File: src/hdl/dq_pkg.sv
`timescale 1ns / 1ps

package dq_pkg;

  // Default sizing
  localparam int DEPTH_DEF      = 64;
  localparam int DATA_WIDTH_DEF = 32;

  // Port field widths
  localparam int CMD_W  = 3;
  localparam int ELEM_W = 32;
  localparam int STAT_W = 2;

  // Command codes
  localparam logic [CMD_W-1:0] CMD_PUSH_FRONT = 3'd0;
  localparam logic [CMD_W-1:0] CMD_PUSH_BACK  = 3'd1;
  localparam logic [CMD_W-1:0] CMD_POP_FRONT  = 3'd2;
  localparam logic [CMD_W-1:0] CMD_POP_BACK   = 3'd3;
  localparam logic [CMD_W-1:0] CMD_DUMP       = 3'd4;

  // Status codes
  localparam logic [STAT_W-1:0] STAT_OK    = 2'd0;
  localparam logic [STAT_W-1:0] STAT_EMPTY = 2'd1;
  localparam logic [STAT_W-1:0] STAT_FULL  = 2'd2;

  // Controller to datapath commands
  typedef struct packed {
    logic              wr_front;     // push at front
    logic              wr_back;      // push at back
    logic              pop_front;
    logic              pop_back;
    logic              dump_start;   // load dump pointer and remaining count
    logic              rd_en;        // read one ring entry for the dump
    logic              out_load;     // load the output register
    logic              out_from_mem; // output word carries the read element
    logic [STAT_W-1:0] out_status;
  } dq_cmd_t;

  // Datapath to controller status
  typedef struct packed {
    logic empty;
    logic full;
    logic rd_last;   // entry just read is the back of the queue
    logic out_free;  // output register can take a word this cycle
  } dq_stat_t;

endpackage

File: src/hdl/dq_ctrl.sv
`timescale 1ns / 1ps

module dq_ctrl (
  input  logic                     clk,
  input  logic                     rst_n,
  input  logic                     in_valid,
  output logic                     in_ready,
  input  logic [dq_pkg::CMD_W-1:0] in_cmd,
  input  dq_pkg::dq_stat_t         stat,
  output dq_pkg::dq_cmd_t          cmd
);

  localparam logic [1:0] S_IDLE     = 2'd0;
  localparam logic [1:0] S_DUMP_RD  = 2'd1;
  localparam logic [1:0] S_DUMP_OUT = 2'd2;

  logic [1:0] state_r;
  logic [1:0] state_nxt;
  logic       accept;

  // Take a new word only when idle and the output register can hold its result
  assign in_ready = (state_r == S_IDLE) && stat.out_free;
  assign accept   = in_valid && in_ready;

  // Decode commands and sequence the dump
  always_comb begin
    state_nxt = state_r;
    cmd       = '0;
    unique case (state_r)
      S_IDLE: begin
        if (accept) begin
          unique case (in_cmd) inside
            dq_pkg::CMD_PUSH_FRONT, dq_pkg::CMD_PUSH_BACK: begin
              cmd.out_load = 1'b1;
              if (stat.full) begin
                cmd.out_status = dq_pkg::STAT_FULL;
              end else begin
                cmd.out_status = dq_pkg::STAT_OK;
                cmd.wr_front   = (in_cmd == dq_pkg::CMD_PUSH_FRONT);
                cmd.wr_back    = (in_cmd == dq_pkg::CMD_PUSH_BACK);
              end
            end
            dq_pkg::CMD_POP_FRONT, dq_pkg::CMD_POP_BACK: begin
              cmd.out_load = 1'b1;
              if (stat.empty) begin
                cmd.out_status = dq_pkg::STAT_EMPTY;
              end else begin
                cmd.out_status = dq_pkg::STAT_OK;
                cmd.pop_front  = (in_cmd == dq_pkg::CMD_POP_FRONT);
                cmd.pop_back   = (in_cmd == dq_pkg::CMD_POP_BACK);
              end
            end
            dq_pkg::CMD_DUMP: begin
              if (stat.empty) begin
                cmd.out_load   = 1'b1;
                cmd.out_status = dq_pkg::STAT_EMPTY;
              end else begin
                cmd.dump_start = 1'b1;
                state_nxt      = S_DUMP_RD;
              end
            end
            default: begin
              // drop undefined commands without a result
            end
          endcase
        end
      end
      S_DUMP_RD: begin
        cmd.rd_en = 1'b1;
        state_nxt = S_DUMP_OUT;
      end
      S_DUMP_OUT: begin
        if (stat.out_free) begin
          cmd.out_load     = 1'b1;
          cmd.out_from_mem = 1'b1;
          cmd.out_status   = dq_pkg::STAT_OK;
          state_nxt        = stat.rd_last ? S_IDLE : S_DUMP_RD;
        end
      end
      default: begin
        state_nxt = S_IDLE;
      end
    endcase
  end

  always_ff @(posedge clk) begin
    if (!rst_n) begin
      state_r <= S_IDLE;
    end else begin
      state_r <= state_nxt;
    end
  end

endmodule

File: src/hdl/dq_dpath.sv
`timescale 1ns / 1ps

module dq_dpath #(
  parameter int DEPTH      = dq_pkg::DEPTH_DEF,
  parameter int DATA_WIDTH = dq_pkg::DATA_WIDTH_DEF
) (
  input  logic                             clk,
  input  logic                             rst_n,
  input  logic signed [dq_pkg::ELEM_W-1:0] in_value,
  input  dq_pkg::dq_cmd_t                  cmd,
  output dq_pkg::dq_stat_t                 stat,
  output logic                             out_valid,
  input  logic                             out_ready,
  output logic signed [dq_pkg::ELEM_W-1:0] out_element,
  output logic [dq_pkg::STAT_W-1:0]        out_status,
  output logic                             out_last
);

  localparam int AW = $clog2(DEPTH);
  localparam int CW = $clog2(DEPTH + 1);
  localparam int SW = CW + 1;
  localparam logic [AW-1:0] LAST_SLOT = AW'(DEPTH - 1);

  // Ring storage
  logic [DATA_WIDTH-1:0] mem [DEPTH];

  logic [AW-1:0]         front_r, front_nxt;
  logic [CW-1:0]         count_r, count_nxt;
  logic [AW-1:0]         rd_ptr_r;
  logic [CW-1:0]         rd_left_r;
  logic                  rd_last_r;
  logic [DATA_WIDTH-1:0] rd_data_r;

  logic                           out_valid_r;
  logic signed [dq_pkg::ELEM_W-1:0] out_element_r;
  logic [dq_pkg::STAT_W-1:0]      out_status_r;
  logic                           out_last_r;

  logic [AW-1:0]         front_dec;
  logic [AW-1:0]         front_inc;
  logic [AW-1:0]         rd_ptr_inc;
  logic [SW-1:0]         back_sum;
  logic [AW-1:0]         back_slot;
  logic                  mem_we;
  logic [AW-1:0]         mem_addr;
  logic [DATA_WIDTH-1:0] wr_data;
  logic signed [DATA_WIDTH-1:0] rd_data_s;

  // Ring pointer arithmetic with wrap at DEPTH
  assign front_dec  = (front_r == '0) ? LAST_SLOT : front_r - AW'(1);
  assign front_inc  = (front_r == LAST_SLOT) ? '0 : front_r + AW'(1);
  assign rd_ptr_inc = (rd_ptr_r == LAST_SLOT) ? '0 : rd_ptr_r + AW'(1);
  assign back_sum   = SW'(front_r) + SW'(count_r);
  assign back_slot  = (back_sum >= SW'(DEPTH)) ? AW'(back_sum - SW'(DEPTH)) : AW'(back_sum);

  // Status toward the controller
  assign stat.empty    = (count_r == '0);
  assign stat.full     = (count_r == CW'(DEPTH));
  assign stat.rd_last  = rd_last_r;
  assign stat.out_free = !out_valid_r || out_ready;

  // Update front index and fill count
  always_comb begin
    front_nxt = front_r;
    count_nxt = count_r;
    if (cmd.wr_front) begin
      front_nxt = front_dec;
      count_nxt = count_r + CW'(1);
    end else if (cmd.wr_back) begin
      count_nxt = count_r + CW'(1);
    end else if (cmd.pop_front) begin
      front_nxt = front_inc;
      count_nxt = count_r - CW'(1);
    end else if (cmd.pop_back) begin
      count_nxt = count_r - CW'(1);
    end
  end

  always_ff @(posedge clk) begin
    if (!rst_n) begin
      front_r <= '0;
      count_r <= '0;
    end else begin
      front_r <= front_nxt;
      count_r <= count_nxt;
    end
  end

  // Write port: keep the low DATA_WIDTH bits of the pushed word
  assign mem_we   = cmd.wr_front || cmd.wr_back;
  assign mem_addr = cmd.wr_front ? front_dec : back_slot;
  assign wr_data  = DATA_WIDTH'($unsigned(in_value));

  always_ff @(posedge clk) begin
    if (mem_we) begin
      mem[mem_addr] <= wr_data;
    end
  end

  // Registered read port for the dump
  always_ff @(posedge clk) begin
    if (cmd.rd_en) begin
      rd_data_r <= mem[rd_ptr_r];
    end
  end

  // Walk the ring from front to back during a dump
  always_ff @(posedge clk) begin
    if (!rst_n) begin
      rd_ptr_r  <= '0;
      rd_left_r <= '0;
      rd_last_r <= 1'b0;
    end else if (cmd.dump_start) begin
      rd_ptr_r  <= front_r;
      rd_left_r <= count_r;
      rd_last_r <= 1'b0;
    end else if (cmd.rd_en) begin
      rd_ptr_r  <= rd_ptr_inc;
      rd_left_r <= rd_left_r - CW'(1);
      rd_last_r <= (rd_left_r == CW'(1));
    end
  end

  // Sign-extend the stored element to the port width
  assign rd_data_s = $signed(rd_data_r);

  // Output register: load a result word, drop it once taken
  always_ff @(posedge clk) begin
    if (!rst_n) begin
      out_valid_r <= 1'b0;
    end else if (cmd.out_load) begin
      out_valid_r <= 1'b1;
    end else if (out_ready) begin
      out_valid_r <= 1'b0;
    end
  end

  always_ff @(posedge clk) begin
    if (cmd.out_load) begin
      out_status_r <= cmd.out_status;
      if (cmd.out_from_mem) begin
        out_element_r <= dq_pkg::ELEM_W'(rd_data_s);
        out_last_r    <= rd_last_r;
      end else begin
        out_element_r <= '0;
        out_last_r    <= 1'b1;
      end
    end
  end

  assign out_valid   = out_valid_r;
  assign out_element = out_element_r;
  assign out_status  = out_status_r;
  assign out_last    = out_last_r;

`ifndef SYNTHESIS
  a_count_bound: assert property (@(posedge clk) disable iff (!rst_n)
    count_r <= CW'(DEPTH))
    else $error("fill count exceeds ring depth");

  a_no_push_full: assert property (@(posedge clk) disable iff (!rst_n)
    (cmd.wr_front || cmd.wr_back) |-> !stat.full)
    else $error("write into a full ring");

  a_no_pop_empty: assert property (@(posedge clk) disable iff (!rst_n)
    (cmd.pop_front || cmd.pop_back) |-> !stat.empty)
    else $error("pop from an empty ring");

  a_rd_in_range: assert property (@(posedge clk) disable iff (!rst_n)
    cmd.rd_en |-> (rd_left_r != '0))
    else $error("dump reads past the back of the queue");

  a_no_overwrite: assert property (@(posedge clk) disable iff (!rst_n)
    (out_valid_r && !out_ready) |-> !cmd.out_load)
    else $error("output word overwritten before it was taken");
`endif

endmodule

File: src/hdl/double_ended_queue.sv
`timescale 1ns / 1ps

// Double-ended queue of signed words held in a ring of DEPTH entries. Each input
// word carries a command: push front, push back, pop front, pop back or dump.
// A push or pop returns one word with status ok, empty (pop of an empty queue)
// or full (push onto a full queue, contents unchanged), element zero and last
// set. A dump returns the stored elements front to back with last on the back
// element, or a single empty word when nothing is stored. Undefined command
// codes are taken and give no result. Push, pop and undefined commands stream
// at one word per cycle while out_ready is high. A dump loads the read pointer,
// then reads each stored element through the single registered read port of
// the ring storage and moves it to the output register once that is free;
// no new input word is taken until the dump has delivered its last element.
// Stored elements keep their low DATA_WIDTH bits and are sign-extended on dump.
module double_ended_queue #(
  parameter int DEPTH      = dq_pkg::DEPTH_DEF,
  parameter int DATA_WIDTH = dq_pkg::DATA_WIDTH_DEF
) (
  input  logic                             clk,
  input  logic                             rst_n,
  input  logic                             in_valid,
  output logic                             in_ready,
  input  logic [dq_pkg::CMD_W-1:0]         in_cmd,
  input  logic signed [dq_pkg::ELEM_W-1:0] in_value,
  output logic                             out_valid,
  input  logic                             out_ready,
  output logic signed [dq_pkg::ELEM_W-1:0] out_element,
  output logic [dq_pkg::STAT_W-1:0]        out_status,
  output logic                             out_last
);

  dq_pkg::dq_cmd_t  cmd;
  dq_pkg::dq_stat_t stat;

  dq_ctrl u_ctrl (
    .clk      (clk),
    .rst_n    (rst_n),
    .in_valid (in_valid),
    .in_ready (in_ready),
    .in_cmd   (in_cmd),
    .stat     (stat),
    .cmd      (cmd)
  );

  dq_dpath #(
    .DEPTH      (DEPTH),
    .DATA_WIDTH (DATA_WIDTH)
  ) u_dpath (
    .clk         (clk),
    .rst_n       (rst_n),
    .in_value    (in_value),
    .cmd         (cmd),
    .stat        (stat),
    .out_valid   (out_valid),
    .out_ready   (out_ready),
    .out_element (out_element),
    .out_status  (out_status),
    .out_last    (out_last)
  );

endmodule
File: config.mk
export PLATFORM = sky130hd
export DESIGN_NAME = double_ended_queue
export DESIGN_NICKNAME = d
export VERILOG_FILES = /design/src/hdl/dq_pkg.sv /design/src/hdl/dq_ctrl.sv /design/src/hdl/dq_dpath.sv /design/src/hdl/double_ended_queue.sv
export SDC_FILE = /design/constraint.sdc
export NUM_CORES = 2
export LEC_CHECK = 0
export BUFFER_PORTS_ARGS = -buffer_cell sky130_fd_sc_hd__clkbuf_2
export CORE_UTILIZATION = 45
export DETAILED_ROUTE_END_ITERATION = 10
export GPL_TIMING_DRIVEN = 0
export PLACE_DENSITY_LB_ADDON = 0.08
export SLEW_MARGIN = 20
export SYNTH_ARGS = -nofsm -noshare
export SYNTH_HDL_FRONTEND = slang
export SYNTH_SLANG_ARGS = --single-unit
File: constraint.sdc
create_clock -name clk -period 7.8 [get_ports clk]
set_input_delay 1.56 -clock clk [delete_from_list [all_inputs] [get_ports clk]]
set_output_delay 1.56 -clock clk [all_outputs]
set_load 0.02 [all_outputs]
# Word level (Yosys, flattened, before mapping)
# Memory sizes are Yosys's and may differ from the RTL's. A register that Yosys moved wholly into a read port is not among the register bits.
# Cells that the tools add are included.
[classes] addsub=8 order_cmp=1 eq_ne=15 mux=46 n_bitwise=1 n_reduce_logical=20
[ops] operator="$mux 6" n=10
[ops] operator="$mux 7" n=6
[ops] operator="$mux 2" n=10
[ops] operator="$sub 7x1->7 const B" n=2
[ops] operator="$add 6x1->6 const B" n=2
[ops] operator="$eq 6x6->1 const B" n=2
[ops] operator="$mux 1" n=12
[ops] operator="$sub 6x1->6 const B" n=2
[ops] operator="$mux 5" n=2
[ops] operator="$add 6x7->8" n=1
[ops] operator="$ge 8x7->1 const B" n=1
[ops] operator="$pmux 2 s2" n=2
[ops] operator="$add 7x1->7 const B" n=1
[ops] operator="$eq 7x1->1 const B" n=1
[ops] operator="$eq 7x7->1 const B" n=1
[ops] operator="$logic_not 7->1" n=1
[ops] operator="$eq 3x2->1 const B" n=2
[ops] operator="$logic_not 6->1" n=1
[ops] operator="$ne 2x1->1 const B" n=3
[ops] operator="$pmux 2 s3" n=1
[ops] operator="$reduce_bool 2->1" n=3
[ops] operator="$reduce_or 2->1" n=3
[ops] operator="$mux 4" n=1
[ops] operator="$ne 2x2->1 const B" n=2
[ops] operator="16 further kinds" n=19
[word_totals] register_bits=65 mem_bits_rw=2048 out_inout_bits=37 mem_count=1
[memory_table] name="u_dpath.mem" words=64 width=32 rd=1 rd_ports_with_merged_regs=1 wr=1 line_no="dq_dpath.sv:25" text="logic [DATA_WIDTH-1:0] mem [DEPTH];"

# Longest topological paths before layout
[logic_depth] word_depth=10 depth_mapped=12 depth_no_buf=8

# Modules after synthesis
# A second synthesis with hierarchy kept.
[unflattened] hier_cells=3910 hier_area_um2=83129.7
[by_module_without_submodules] mod="dq_dpath" instances=1 cells_each=3881 area_per_inst_um2=82894.5 seq_area_each_um2=64071.4
[by_module_without_submodules] mod="dq_ctrl" instances=1 cells_each=29 area_per_inst_um2=235.2 seq_area_each_um2=40.0

# Worst setup path after synthesis
# OpenSTA, ideal clock, no wires.
[synth_timing] path_kind="in2reg" startpoint="input in_cmd[1] (netlist bit)" endpoint="memory u_dpath.mem[17][0] (netlist bit), enable pin" setup_ns=0.421 arrival_time_ns=4.355 path_slack_ns=3.024 path_stages=7 cell_sequence="buf_2 -> a311oi_1 -> nand2_1 -> buf_2 -> mux2i_1 -> nand3_1 -> nor2_1"
[synth_between] elab_chain_len=8 elab_cells_between_ends=11
[synth_rtl] element="start, declared" line_no="double_ended_queue.sv:23" text="input logic [dq_pkg::CMD_W-1:0] in_cmd,"
[synth_rtl] element="$eq 3x1->1 / $logic_not 3->1 (equally long branches)" line_no="dq_ctrl.sv:40, dq_ctrl.sv:39"
[synth_rtl] element="$reduce_or 2->1 / $mux 2 (equally long branches)" line_no="dq_ctrl.sv:32, dq_ctrl.sv:35"
[synth_rtl] element="$mux 2 *" line_no="dq_ctrl.sv:32" text="unique case (in_cmd) inside"
[synth_rtl] element="$mux 5 *" line_no="dq_ctrl.sv:31" text="if (accept) begin"
[synth_rtl] element="$mux 5 *" line_no="dq_ctrl.sv:29" text="unique case (state_r)"
[synth_rtl] element="$logic_or 1x1->1" line_no="dq_dpath.sv:90" text="assign mem_we = cmd.wr_front || cmd.wr_back;"
[synth_rtl] element="$mux 1" line_no="dq_dpath.sv:95" text="if (mem_we) begin"
[synth_rtl] element="$mux 1 (not written as such)" line_no="dq_dpath.sv:96" text="mem[mem_addr] <= wr_data;"
[synth_rtl] element="end, declared" line_no="dq_dpath.sv:25"
# Every way passes the cells marked *; elsewhere a longest branch is shown, timed or not.

# Worst setup path after layout
[layout_timing] startpoint="register u_dpath.count_r[1]" endpoint="memory u_dpath.mem[52][28] (netlist bit), enable pin"
[layout_between] elab_chain_len=8 elab_cells_between_ends=13
[layout_rtl] element="start, declared" line_no="dq_dpath.sv:28" text="logic [CW-1:0] count_r, count_nxt;"
[layout_rtl] element="start signal, assigned" line_no="dq_dpath.sv:85" text="count_r <= count_nxt;"
[layout_rtl] element="parallel branches: the longest is 8 deep, another holds $add 6x7->8"
# Several ways; the timed one is not identified.

==> flow_summary.json <==
{
  "outcome": "finished, final reports clean",
  "whs_ns": 0.5000,
  "post-cts-setup-buffer-count": 0,
  "synth_fp_nets": 3689,
  "slew_violations": 0,
  "clkTransAtPathRegs_ns": 0.06,
  "grt_overflow_total": 0,
  "rsz0062_at_grt": "false",
  "vias_per_cell": 6.278,
  "syn-instance-count": 3636,
  "pin_count": 76,
  "final.setup_skew_ns": 0.02965,
  "synth-seq-cells": 2145,
  "final_common_cell": "edfxtp_1",
  "yosysSeqAreaShare_pct": 77.59,
  "final_core_util_pct": 53.41,
  "cts-root-buf": "clkbuf_16",
  "hold_buffers": 0,
  "cts_tree": "done",
  "worst_setup_path_end_kind": "register",
  "slew_headroom_pct": 16.64,
  "synthArstFlopShare_pct": 0,
  "dp_hpwl_mm": 170.7,
  "slowest_stage": "nor2_4",
  "setup_viol": 0,
  "final_cell_mix": "edfxtp_1, mux4_2, clkbuf_16",
  "multi_input_area_um2": 17970,
  "drive_gt1_share_pct": 30.31,
  "first_iter_violations": 5627,
  "worstMarginPinSlew_ns": 1.247,
  "drc": 0,
  "post-place-ws_ns": 2.046,
  "wl_per_cell_um": 37.68,
  "drt-pass1-iter-count": 8,
  "cts_buffers": 218,
  "critPathMaxStageDelay_ns": 0.98,
  "cp.required_ns": 8.35,
  "nets": 4130,
  "num_vias": 41680,
  "cts_resized": 0,
  "die_w_um": 430.5,
  "syn_area_per_cell_um2": 22.73,
  "reg2regPathDepth": 11,
  "grt_pass1_wl_mm": 340.5,
  "numClockSinks": 2145,
  "r2r_start": "u_dpath.count_r[1]",
  "path_depth": 11,
  "final-instance-count-excl-fill": 6638,
  "die_height_um": 430.5,
  "grt_max_degree": 65,
  "regArea_um2": 64110,
  "hold_viol": 0,
  "crit_path_end": "u_dpath.mem[52][28]",
  "clkLatencyLatePin_ns": 0.86,
  "cp.arrival_ns": 5.89,
  "hold_path_startpoint": "u_dpath.rd_left_r[6]",
  "routed_wl_mm": 250.2,
  "antenna_found_initial": 15,
  "setup.worst_path.class": "reg2reg",
  "cts_buffer_depth": 3,
  "cp_num_buf_inv": 4,
  "hold_class": "reg2reg",
  "fmax_mhz": 187.3,
  "synth_area_um2": 82630,
  "p_leak_nw": 29.58,
  "r2r_slack_ns": 2.46,
  "ys_warn_count": 0,
  "dpl.cell_count": 6221,
  "cap_violations": 0,
  "power.density_nw_per_um2": 243.7,
  "startpoint": "u_dpath.count_r[1]",
  "ir_worst_vdd_mv": 0.1739,
  "ys.flop_type": "edfxtp_1",
  "finalCritPeriodShare_pct": 68.46,
  "period_minus_slack_ns": 5.340,
  "start_util_pct": 45.52,
  "antenna_left": 0,
  "coreArea_um2": 181500,
  "die_area_um2": 185300,
  "crit_family": "simple AND/OR/NAND/NOR gates",
  "rows": 156,
  "io_buffers": 74,
  "synth_edf_count": 2115,
  "n_fill_cell": 13920,
  "start_kind": "register",
  "area_growth_pct": 17.33,
  "cp_cell_sequence": "inv_1 > ha_1 > nor2b_1 > a311oi_1 > nand2_1 > buf_2 > mux2i_1 > nand3_1 > nor2_4 > buf_12 > buf_16",
  "grt.total_usage_pct": 27.16,
  "cp_max_fo": 12,
  "cts.htree.levels": 4,
  "place.gp.congestion": 0.8424,
  "grt_pass1_vias": 40550,
  "fin_ws_ns": 2.460,
  "synth_cell_types": 64,
  "r2r_end": "u_dpath.mem[52][28]"
}
## per-stage QoR
stage	power, mW	instance area, um2	setup TNS [ns]
6_report	23.62	96950	0
5_1_grt	24.19	96940	0
4_1_cts	23.76	96860	0
3_5_place_dp	13.47	89820	0
3_3_place_gp	13.44	85970	-353.51
2_1_floorplan	13.14	82630	0
## worst reg2reg max path: stages, from the launching register on
cell and delay, ns:
dfxtp_1 0.55, inv_1 0.11, ha_1 0.23, nor2b_1 0.19, a311oi_1 0.68, nand2_1 0.27
buf_2 0.26, mux2i_1 0.32, nand3_1 0.93, nor2_4 0.99, buf_12 0.27, buf_16 0.21
## synth_stat cells (11+ instances only)
| master | number | area, um2 |
|---|---|---|
| buf_6 | 18 | 202.7 |
| buf_2 | 57 | 285.3 |
| mux4_2 | 552 | 12430 |
| clkbuf_1 | 82 | 307.8 |
| nand3_1 | 32 | 160.2 |
| nand2_1 | 67 | 251.5 |
| o21ai_0 | 36 | 180.2 |
| dfxtp_1 | 30 | 600.6 |
| a211oi_1 | 17 | 127.6 |
| a221oi_1 | 34 | 297.8 |
| a21oi_1 | 45 | 225.2 |
| a22oi_1 | 43 | 322.8 |
| nor2b_1 | 14 | 87.58 |
| nor2_1 | 123 | 461.7 |
| inv_1 | 17 | 63.81 |
| buf_1 | 13 | 48.80 |
| mux2i_1 | 103 | 1031 |
| ha_1 | 13 | 162.7 |
| edfxtp_1 | 2115 | 63510 |
| o22ai_1 | 14 | 87.58 |
| mux4_1 | 11 | 289.0 |
| buf_4 | 17 | 127.6 |
| nor3_1 | 16 | 80.08 |
| and2_1 | 41 | 256.5 |
## area by class of cell
cell class,count,share of cell area [%]
Inverter,18,0.06969
Timing Repair Buffer,221,3.861
Sequential cell,2145,66.13
Tap cell,2370,3.059
Multi-Input combinational cell,1284,18.53
Buffer,189,1.084
Antenna cell,2,0.005162
Clock inverter,139,1.355
Clock buffer,270,5.903
## cell families (layout without fill, tap and decap cells)
family / Yosys count / count (layout) / synth area share [%]
buf+inv: 207 / 837 / 1.307
fa+ha+maj: 14 / 14 / 0.2211
xor+xnor: 14 / 14 / 0.1484
simple gates: 337 / 337 / 1.943
other cells: 0 / 2 / 0
mux: 676 / 676 / 16.78
flops: 2145 / 2145 / 77.59
compound gates: 243 / 243 / 2.014
## state kept, by name (all words and copies together), names as in the netlist
register / cells
u_ctrl.state_r: 2
u_dpath.mem: 2048
u_dpath.front_r: 6
u_dpath.rd_left_r: 7
u_dpath.out_element: 32
u_dpath.out_valid: 1
u_dpath.rd_ptr_r: 6
u_dpath.out_status: 2
u_dpath.rd_data_r: 32
u_dpath.rd_last_r: 1
u_dpath.count_r: 7
u_dpath.out_last: 1
## per-layer routing
layer | track usage, % | up-vias | wire [um]
met5 | 0 | - | 21
met1 | 39.44 | 22960 | 104400
met4 | 6.219 | 4 | 5498
met3 | 5.127 | 318 | 21150
met2 | 42.90 | 1957 | 119100
li1 | - | 16440 | -
## where the power goes
part | switching [mW] | internal, mW
clock network | 4.47 | 5.92
logic | 0.388 | 0.134
registers | 0.0137 | 12.7
## worst min path at each step
stage                      endpoint  slack [ns]  cells after the start
3_3_place_gp   u_dpath.rd_left_r[6]        0.48                      2
4_1_cts        u_dpath.rd_left_r[6]        0.49                      2
6_report       u_dpath.rd_left_r[6]        0.50                      2
3_5_place_dp   u_dpath.rd_left_r[6]        0.48                      2
5_1_grt        u_dpath.rd_left_r[6]        0.53                      2
2_1_floorplan  u_dpath.rd_left_r[6]        0.46                      2
No activity file was read; power rests on OpenSTA's default activity.
